<file path="config.mk">
export PLATFORM = sky130hd
export DESIGN_NAME = light_flicker_frame_rate_detector
export DESIGN_NICKNAME = d
export VERILOG_FILES = /design/src/rtl/lffd_pkg.sv /design/src/rtl/lffd_cell.sv /design/src/rtl/lffd_level.sv /design/src/rtl/light_flicker_frame_rate_detector.sv
export SDC_FILE = /design/constraint.sdc
export NUM_CORES = 2
export LEC_CHECK = 0
export BUFFER_PORTS_ARGS = -buffer_cell sky130_fd_sc_hd__buf_2
export CAP_MARGIN = 25
export CORE_UTILIZATION = 46
export CTS_CLUSTER_DIAMETER = 120
export DETAILED_ROUTE_END_ITERATION = 10
export MAX_ROUTING_LAYER = met4
export PLACE_DENSITY = 0.6
export REMOVE_ABC_BUFFERS = 1
export SYNTH_ARGS = -nofsm -noshare
export SYNTH_HDL_FRONTEND = slang
export SYNTH_SLANG_ARGS = --single-unit
</file>
<file path="constraint.sdc">
create_clock -name clock -period 115.1 [get_ports clock]
set_clock_uncertainty 0.05 [all_clocks]
set_input_delay 23.02 -clock clock [delete_from_list [all_inputs] [get_ports clock]]
set_output_delay 23.02 -clock clock [all_outputs]
set_load 0.02 [all_outputs]
</file>
<file path="src/rtl/lffd_pkg.sv">
`default_nettype none
// ---------------------------------------------------------------------------
// lffd_pkg
// Shared types, constants and helpers of the light flicker frame rate
// detector.
// ---------------------------------------------------------------------------
package lffd_pkg;

   localparam int FRAME_SLOTS = 128;
   localparam int SLOT_W      = $clog2(FRAME_SLOTS);
   localparam int ADC_W       = 16;
   localparam int TS_W        = 32;
   localparam int RATE_W      = 8;
   localparam int REQ_W       = 48;
   localparam int RSP_W       = 72;

   localparam logic [ADC_W-1:0]  LEVEL_MAX         = 16'hFFFF;
   localparam logic [RATE_W-1:0] RATE_MAX          = 8'd255;
   localparam logic [TS_W-1:0]   INIT_PERIOD_RESET = 32'd1000;
   localparam logic [TS_W-1:0]   RATE_WINDOW_RESET = 32'd1000;

   localparam logic CSR_INIT_PERIOD = 1'b0;
   localparam logic CSR_RATE_WINDOW = 1'b1;

   typedef enum logic [1:0] {
      PH_GATHER = 2'd0,
      PH_BRIGHT = 2'd1,
      PH_DARK   = 2'd2
   } phase_type;

   typedef enum logic [1:0] {
      ST_IDLE,
      ST_INSERT,
      ST_COUNT,
      ST_OUT
   } state_type;

   typedef struct packed {
      logic             frame;
      logic [ADC_W-1:0] dark_level;
      logic [ADC_W-1:0] dark_threshold;
      logic [ADC_W-1:0] bright_threshold;
      logic [ADC_W-1:0] bright_level;
   } level_type;

   // move a reference a quarter of the way toward target, guarded at both ends
   function automatic logic [ADC_W-1:0] nudge(input logic [ADC_W-1:0] ref_v,
                                              input logic [ADC_W-1:0] target);
      logic [ADC_W-1:0] step;
      logic [ADC_W:0]   sum;
      logic [ADC_W-1:0] res;
      res  = ref_v;
      step = '0;
      sum  = '0;
      if (target < ref_v) begin
         step = (ref_v - target) >> 2;
         if (step < ref_v) begin
            res = ref_v - step;
         end
      end else begin
         step = (target - ref_v) >> 2;
         sum  = {1'b0, ref_v} + {1'b0, step};
         if (sum < {1'b0, LEVEL_MAX}) begin
            res = sum[ADC_W-1:0];
         end
      end
      return res;
   endfunction

endpackage
`default_nettype wire

</file>
<file path="src/rtl/lffd_cell.sv">
`default_nettype none
// ---------------------------------------------------------------------------
// lffd_cell
// One slot of the frame time chain: a stored time and its valid bit,
// passed on to the next cell whenever the chain moves.
// ---------------------------------------------------------------------------
module lffd_cell (
   input  wire logic                   clock,
   input  wire logic                   reset,
   input  wire logic                   shift_en,
   input  wire logic [lffd_pkg::TS_W-1:0] time_in,
   input  wire logic                   valid_in,
   output logic      [lffd_pkg::TS_W-1:0] time_out,
   output logic                        valid_out
);
   import lffd_pkg::*;

   logic [TS_W-1:0] time_ff;
   logic            valid_ff;

   always_ff @(posedge clock) begin
      if (reset) begin
         valid_ff <= 1'b0;
      end else if (shift_en) begin
         valid_ff <= valid_in;
      end
   end

   always_ff @(posedge clock) begin
      if (shift_en) begin
         time_ff <= time_in;
      end
   end

   assign time_out  = time_ff;
   assign valid_out = valid_ff;

endmodule
`default_nettype wire

</file>
<file path="src/rtl/lffd_level.sv">
`default_nettype none
// ---------------------------------------------------------------------------
// lffd_level
// Dark and bright reference tracking, thresholds and hysteresis frame
// detection for one sample.
// ---------------------------------------------------------------------------
module lffd_level (
   input  wire logic                        clock,
   input  wire logic                        reset,
   input  wire logic                        take,
   input  wire logic [lffd_pkg::ADC_W-1:0]  adc,
   input  wire logic [lffd_pkg::TS_W-1:0]   sample_ms,
   input  wire logic [lffd_pkg::TS_W-1:0]   init_period_ms,
   output lffd_pkg::level_type              lvl
);
   import lffd_pkg::*;

   phase_type        phase_ff, phase_in;
   logic [ADC_W-1:0] bright_ff, bright_in;
   logic [ADC_W-1:0] dark_ff, dark_in;
   logic [ADC_W-1:0] peak_ff, peak_in;
   logic [ADC_W-1:0] trough_ff, trough_in;
   logic [ADC_W-1:0] span, quarter, hi_thr, lo_thr;
   logic             frame;

   always_comb begin
      span      = bright_ff - dark_ff;
      quarter   = span >> 2;
      hi_thr    = bright_ff - quarter;
      lo_thr    = dark_ff + quarter;
      phase_in  = phase_ff;
      bright_in = bright_ff;
      dark_in   = dark_ff;
      peak_in   = peak_ff;
      trough_in = trough_ff;
      frame     = 1'b0;
      if (adc != '0) begin
         if (phase_ff == PH_GATHER) begin
            if (sample_ms < init_period_ms) begin
               if (adc > bright_ff) begin
                  bright_in = adc;
               end
               if (adc < dark_ff) begin
                  dark_in = adc;
               end
            end else begin
               if (adc < lo_thr) begin
                  phase_in = PH_DARK;
               end
               if (adc > hi_thr) begin
                  phase_in = PH_BRIGHT;
               end
            end
         end else begin
            if (phase_ff == PH_DARK) begin
               if (adc > hi_thr) begin
                  phase_in = PH_BRIGHT;
                  frame    = 1'b1;
                  if (trough_ff < hi_thr) begin
                     dark_in   = nudge(dark_ff, trough_ff);
                     trough_in = LEVEL_MAX;
                  end
               end else if (adc < trough_ff) begin
                  trough_in = adc;
               end
            end
            // same sample is seen again in the bright phase
            if (phase_in == PH_BRIGHT) begin
               if (adc < lo_thr) begin
                  phase_in = PH_DARK;
                  frame    = 1'b1;
                  if (peak_ff > lo_thr) begin
                     bright_in = nudge(bright_ff, peak_ff);
                     peak_in   = '0;
                  end
               end else if (adc > peak_ff) begin
                  peak_in = adc;
               end
            end
         end
      end
      lvl.frame            = frame;
      lvl.dark_level       = dark_in;
      lvl.dark_threshold   = lo_thr;
      lvl.bright_threshold = hi_thr;
      lvl.bright_level     = bright_in;
   end

   always_ff @(posedge clock) begin
      if (reset) begin
         phase_ff  <= PH_GATHER;
         bright_ff <= '0;
         dark_ff   <= LEVEL_MAX;
         peak_ff   <= '0;
         trough_ff <= LEVEL_MAX;
      end else if (take) begin
         phase_ff  <= phase_in;
         bright_ff <= bright_in;
         dark_ff   <= dark_in;
         peak_ff   <= peak_in;
         trough_ff <= trough_in;
      end
   end

endmodule
`default_nettype wire

</file>
<file path="src/rtl/light_flicker_frame_rate_detector.sv">
`default_nettype none
// ---------------------------------------------------------------------------
// light_flicker_frame_rate_detector
// Flicker frame detector with a frame rate count over recent frame times.
// ---------------------------------------------------------------------------
// A sample that causes no frame is taken and the next sample can follow at
// once. A sample that causes a frame passes an insert state, a count pass
// over all FRAME_SLOTS slots and an output state that waits for a free
// response register; no new sample is taken until the result is in the
// output register: the stored frame times live in a chain of cells that is
// rotated once around, one stored time passing the age comparator per
// cycle. Reset clears the slot valid bits at once; there is no clearing pass.
module light_flicker_frame_rate_detector (
   input  wire logic                          clock,
   input  wire logic                          reset,
   input  wire logic                          req_tvalid,
   output logic                               req_tready,
   // adc [15:0], sample_ms [47:16]
   input  wire logic [lffd_pkg::REQ_W-1:0]    req_tdata,
   output logic                               rsp_tvalid,
   input  wire logic                          rsp_tready,
   // frame_rate [7:0], dark_level [23:8], dark_threshold [39:24],
   // bright_threshold [55:40], bright_level [71:56]
   output logic      [lffd_pkg::RSP_W-1:0]    rsp_tdata,
   input  wire logic                          csr_we,
   input  wire logic                          csr_addr,
   input  wire logic [lffd_pkg::TS_W-1:0]     csr_wdata
);
   import lffd_pkg::*;

   localparam logic [SLOT_W-1:0] LAST_SLOT = SLOT_W'(FRAME_SLOTS - 1);

   state_type          state_ff, state_in;
   logic [TS_W-1:0]    init_period_ff, rate_window_ff;
   logic [TS_W-1:0]    ts_ff;
   level_type          res_ff;
   logic [RATE_W-1:0]  count_ff, count_in;
   logic [SLOT_W-1:0]  step_ff, step_in;
   logic               rsp_valid_ff, rsp_valid_in;
   logic [RSP_W-1:0]   rsp_data_ff;
   logic               load_rsp;

   logic               accept;
   logic [ADC_W-1:0]   adc;
   logic [TS_W-1:0]    sample_ms;
   level_type          lvl;

   logic               shift_en;
   logic [TS_W-1:0]    head_time;
   logic               head_valid;
   logic [TS_W-1:0]    cell_time  [FRAME_SLOTS];
   logic               cell_valid [FRAME_SLOTS];
   logic [TS_W-1:0]    tail_time;
   logic [TS_W-1:0]    age;
   logic               hit;

   assign adc          = req_tdata[ADC_W-1:0];
   assign sample_ms    = req_tdata[ADC_W+TS_W-1:ADC_W];
   assign req_tready   = (state_ff == ST_IDLE);
   assign accept       = req_tvalid && req_tready;

   always_ff @(posedge clock) begin
      if (reset) begin
         init_period_ff <= INIT_PERIOD_RESET;
         rate_window_ff <= RATE_WINDOW_RESET;
      end else if (csr_we) begin
         unique case (csr_addr)
            CSR_INIT_PERIOD: init_period_ff <= csr_wdata;
            CSR_RATE_WINDOW: rate_window_ff <= csr_wdata;
            default: ;
         endcase
      end
   end

   lffd_level u_level (
      .clock          (clock),
      .reset          (reset),
      .take           (accept),
      .adc            (adc),
      .sample_ms      (sample_ms),
      .init_period_ms (init_period_ff),
      .lvl            (lvl)
   );

   // chain: new time enters at the head, or the chain rotates tail to head
   assign shift_en   = (state_ff == ST_INSERT) || (state_ff == ST_COUNT);
   assign head_time  = (state_ff == ST_INSERT) ? ts_ff : cell_time[FRAME_SLOTS-1];
   assign head_valid = (state_ff == ST_INSERT) ? 1'b1 : cell_valid[FRAME_SLOTS-1];

   for (genvar i = 0; i < FRAME_SLOTS; i++) begin : g_cell
      if (i == 0) begin : g_head
         lffd_cell u_cell (
            .clock     (clock),
            .reset     (reset),
            .shift_en  (shift_en),
            .time_in   (head_time),
            .valid_in  (head_valid),
            .time_out  (cell_time[i]),
            .valid_out (cell_valid[i])
         );
      end else begin : g_body
         lffd_cell u_cell (
            .clock     (clock),
            .reset     (reset),
            .shift_en  (shift_en),
            .time_in   (cell_time[i-1]),
            .valid_in  (cell_valid[i-1]),
            .time_out  (cell_time[i]),
            .valid_out (cell_valid[i])
         );
      end
   end

   assign tail_time = cell_valid[FRAME_SLOTS-1] ? cell_time[FRAME_SLOTS-1] : '0;
   assign age       = ts_ff - tail_time;
   assign hit       = (age < rate_window_ff);

   always_comb begin
      state_in     = state_ff;
      count_in     = count_ff;
      step_in      = step_ff;
      rsp_valid_in = rsp_valid_ff;
      load_rsp     = 1'b0;
      if (rsp_valid_ff && rsp_tready) begin
         rsp_valid_in = 1'b0;
      end
      unique case (state_ff)
         ST_IDLE: begin
            if (accept && lvl.frame) begin
               state_in = ST_INSERT;
            end
         end
         ST_INSERT: begin
            count_in = '0;
            step_in  = '0;
            state_in = ST_COUNT;
         end
         ST_COUNT: begin
            if (hit && (count_ff != RATE_MAX)) begin
               count_in = count_ff + 1'b1;
            end
            step_in = step_ff + 1'b1;
            if (step_ff == LAST_SLOT) begin
               state_in = ST_OUT;
            end
         end
         ST_OUT: begin
            if (!rsp_valid_ff || rsp_tready) begin
               load_rsp     = 1'b1;
               rsp_valid_in = 1'b1;
               state_in     = ST_IDLE;
            end
         end
         default: state_in = ST_IDLE;
      endcase
   end

   always_ff @(posedge clock) begin
      if (reset) begin
         state_ff     <= ST_IDLE;
         rsp_valid_ff <= 1'b0;
         count_ff     <= '0;
         step_ff      <= '0;
      end else begin
         state_ff     <= state_in;
         rsp_valid_ff <= rsp_valid_in;
         count_ff     <= count_in;
         step_ff      <= step_in;
      end
   end

   always_ff @(posedge clock) begin
      if (accept) begin
         ts_ff  <= sample_ms;
         res_ff <= lvl;
      end
      if (load_rsp) begin
         rsp_data_ff <= {res_ff.bright_level, res_ff.bright_threshold,
                         res_ff.dark_threshold, res_ff.dark_level, count_ff};
      end
   end

   assign rsp_tvalid = rsp_valid_ff;
   assign rsp_tdata  = rsp_data_ff;

   a_frame_starts_insert: assert property (@(posedge clock) disable iff (reset)
      (accept && lvl.frame) |=> (state_ff == ST_INSERT))
      else $error("frame transfer did not start insertion");

   a_insert_fills_head: assert property (@(posedge clock) disable iff (reset)
      (state_ff == ST_INSERT) |=> (cell_valid[0] && (cell_time[0] == $past(ts_ff))))
      else $error("head cell not loaded with frame time");

   a_count_runs_full: assert property (@(posedge clock) disable iff (reset)
      (state_ff == ST_COUNT && step_ff != LAST_SLOT) |=> (state_ff == ST_COUNT))
      else $error("count pass left early");

   a_out_waits: assert property (@(posedge clock) disable iff (reset)
      (state_ff == ST_OUT && rsp_valid_ff && !rsp_tready) |=>
      (state_ff == ST_OUT && $stable(rsp_tdata)))
      else $error("result overwrote a pending transfer");

endmodule
`default_nettype wire

</file>
==> metrics.csv <==
metric,value,unit
CORE AREA,0.331,mm2
pwr dens,25.8,mW/mm2
most frequent cells in the layout,"edfxtp_1, clkbuf_16, ha_1",
relative slew slack,22.3,%
Pre-antenna DRT Iters,6,
status,"finished, final reports clean",
FF-to-FF Start,u_level.dark_ff[1]$_SDFFE_PP1P_,
Total GRT Usage,16.5,%
Post-synth top flop,edfxtp_1,
die extent in x,579,um
sequential fraction of the synthesis area,87.2,%
Worst VDD drop,0.0181,mV
CTS Hold Bufs,0,
proportion of layout cells with a drive suffix above 1,11.7,%
Final setup viols,0,
Ports,160,
Fin. Hold Viols,0,
input/output buffers,159,
CP Capture Type,register,
DIE AREA,0.335,mm2
CTS tree,built,
CTS sink cnt,4540,
Synth cell types,98,
CP Data Arrival Time,27.49,ns
FF+latch area,0.134,mm2
grt total ovfl,0,
Multi-input gate area,0.0184,mm2
pin count of the biggest net entering global routing,216,
Die Y,579,um
worst hold path class,reg2reg,
Sum Neg Setup Slack,0,ns
#FFs+latches synth,4540,
first-pass GRT wire length,405000,um
"worst slack, placed",87.04,ns
antenna-violating nets left,0,
setup ws final,88.19,ns
final max-slew violation count,0,
Mapped Area,0.153,mm2
"Req. time, crit path",115.67,ns
Initial Utilization,46.3,%
post-synthesis async set-or-reset flop share,0,%
CTS H-tree lvls,5,
final worst-path cycle share,23.4,%
total number of vias,64800,
crit path kind,in2reg,
Final Critical Period,26.91,ns
CP Launch Type,input port,
Critical Path Start,req_tdata[29],
fmax,37.2,MHz
# DRC,0,
Total Wirelength,267000,um
Syn. warnings,0,
"most common cell after layout, fill and taps aside",edfxtp_1,
number of synthesized flops with an enable pin,4264,
Leak Pwr,0.0478,uW
dpl hpwl,159000,um
Clock Path Buffers,4,
CTS buffer count,432,
Setup Buffers After CTS,0,
WL per Instance,21.0,um
cell taking the most area after synthesis,edfxtp_1,
Clock Tree Root,clkbuf_16,
hold path start,g_cell[65].g_body.u_cell.time_out[19]$_DFFE_PP_,
finished layout cell area,0.174,mm2
largest cells by area after synthesis,"edfxtp_1, dfxtp_1, ha_1",
Area after DPL,0.160,mm2
Final Wtd Congestion,0.880,
"CTS clk-pin slew, worst paths",0.06,ns
Mapped Cells,7392,
Syn Area/Cell,20.7,um2
Yosys top cell area share,83.6,%
max-cap violations,0,
CTS resizes,0,
fin nets,8437,
Tightest Pin Transition,1.17,ns
initial drt markers,5602,
initial antenna violation count,31,
Via density,5.10,
vias in the first global route,63500,
CP Max Fanout,21,
clock insertion delay at the later pin of the skew report,0.95,ns
fillcell total,25500,
RSZ-0062 raised after global routing,no,
Site Rows,211,
hold_ws,0.327,ns
synthesis-to-layout area growth,13.5,%
Util after Layout,52.5,%
## area by class of cell
type                       instances  area share [%]
timing repair buffer             270            1.18
sequential                      4540            76.8
tap                             4366            3.14
multi-input combinational       2516            10.6
inverter                         216           0.468
clock inverter                   261            1.30
antenna                           21          0.0302
clock buffer                     530            6.47
## synthesized netlist by cell type, drive strengths merged, types with 47 or more instances
master  number
ha         368
dfxtp      276
nand2      293
o21ai      123
a21oi      233
nor3        61
mux2        57
mux2i      141
edfxtp    4264
xor2        47
xnor2      108
inv        212
clkbuf      91
nor2       330
a21o        92
## power by group
group / switching (uW) / internal (uW)
sequential: 35.7 / 2020
clock: 594 / 754
combinational: 734 / 342
## state kept, by name, indices dropped and copies added (netlist names), 7 cells and up
signal                          count
rate_window_ff                     32
u_level.dark_ff                    16
count_ff                            8
init_period_ff                     32
u_level.bright_ff                  16
u_level.peak_ff                    16
u_level.trough_ff                  16
g_cell.g_body.u_cell.valid_out    127
step_ff                             7
ts_ff                              32
g_cell.g_head.u_cell.time_out      32
g_cell.g_body.u_cell.time_out    4064
res_ff                             64
rsp_tdata                          72
## metrics by stage
| stage | total power [uW] | std cells |
|---|---|---|
| after detailed placement | 3150 | 11900 |
| after floorplan | 4660 | 7272 |
| final | 4480 | 12700 |
| after global placement | 3140 | 11900 |
| after global routing | 4690 | 12700 |
| after CTS | 4520 | 12700 |
## worst max-delay path: stages
cell	delay [ns]
buf_2	0.11
ha_1	0.30
a21o_1	0.17
a21o_1	0.17
a221o_1	0.54
a221o_1	0.40
o21ai_0	0.60
o211a_1	0.56
o211a_1	0.69
and2_0	0.36
nor4_1	0.08
a221oi_1	0.33
a21oi_1	0.12
## layer usage
layer  wire length, um  up-vias  track usage [%]
li1                  -    30100                -
met1            132000    33000             25.2
met2            115000     1293             22.5
met3             11100      492             2.57
met4              8760        0             5.39
met5                 0        -                -
## cell families (layout without fill, tap and decap cells)
family | count (synthesis) | count (layout) | synth area share [%]
flops | 4540 | 4540 | 87.2
simple gates | 949 | 949 | 2.82
compound gates | 833 | 833 | 3.74
fa+ha+maj | 376 | 376 | 3.10
buf+inv | 336 | 1277 | 0.845
mux | 198 | 198 | 1.34
xor+xnor | 160 | 160 | 0.965
other cells | 0 | 21 | 0
## path summary, 6_finish.rpt
check / endpoint / slack, ns / depth (start not counted)
worst max-delay path: res_ff[4]$_DFFE_PP_ / 88.19 / 13
worst min-delay path: g_cell[66].g_body.u_cell.time_out[19]$_DFFE_PP_ / 0.33 / 0
worst max register to register: u_level.bright_ff[7]$_SDFFE_PP0P_ / 105.17 / 29
worst min register to register: g_cell[66].g_body.u_cell.time_out[19]$_DFFE_PP_ / 0.33 / 0
No activity file was read; power rests on OpenSTA's default activity.
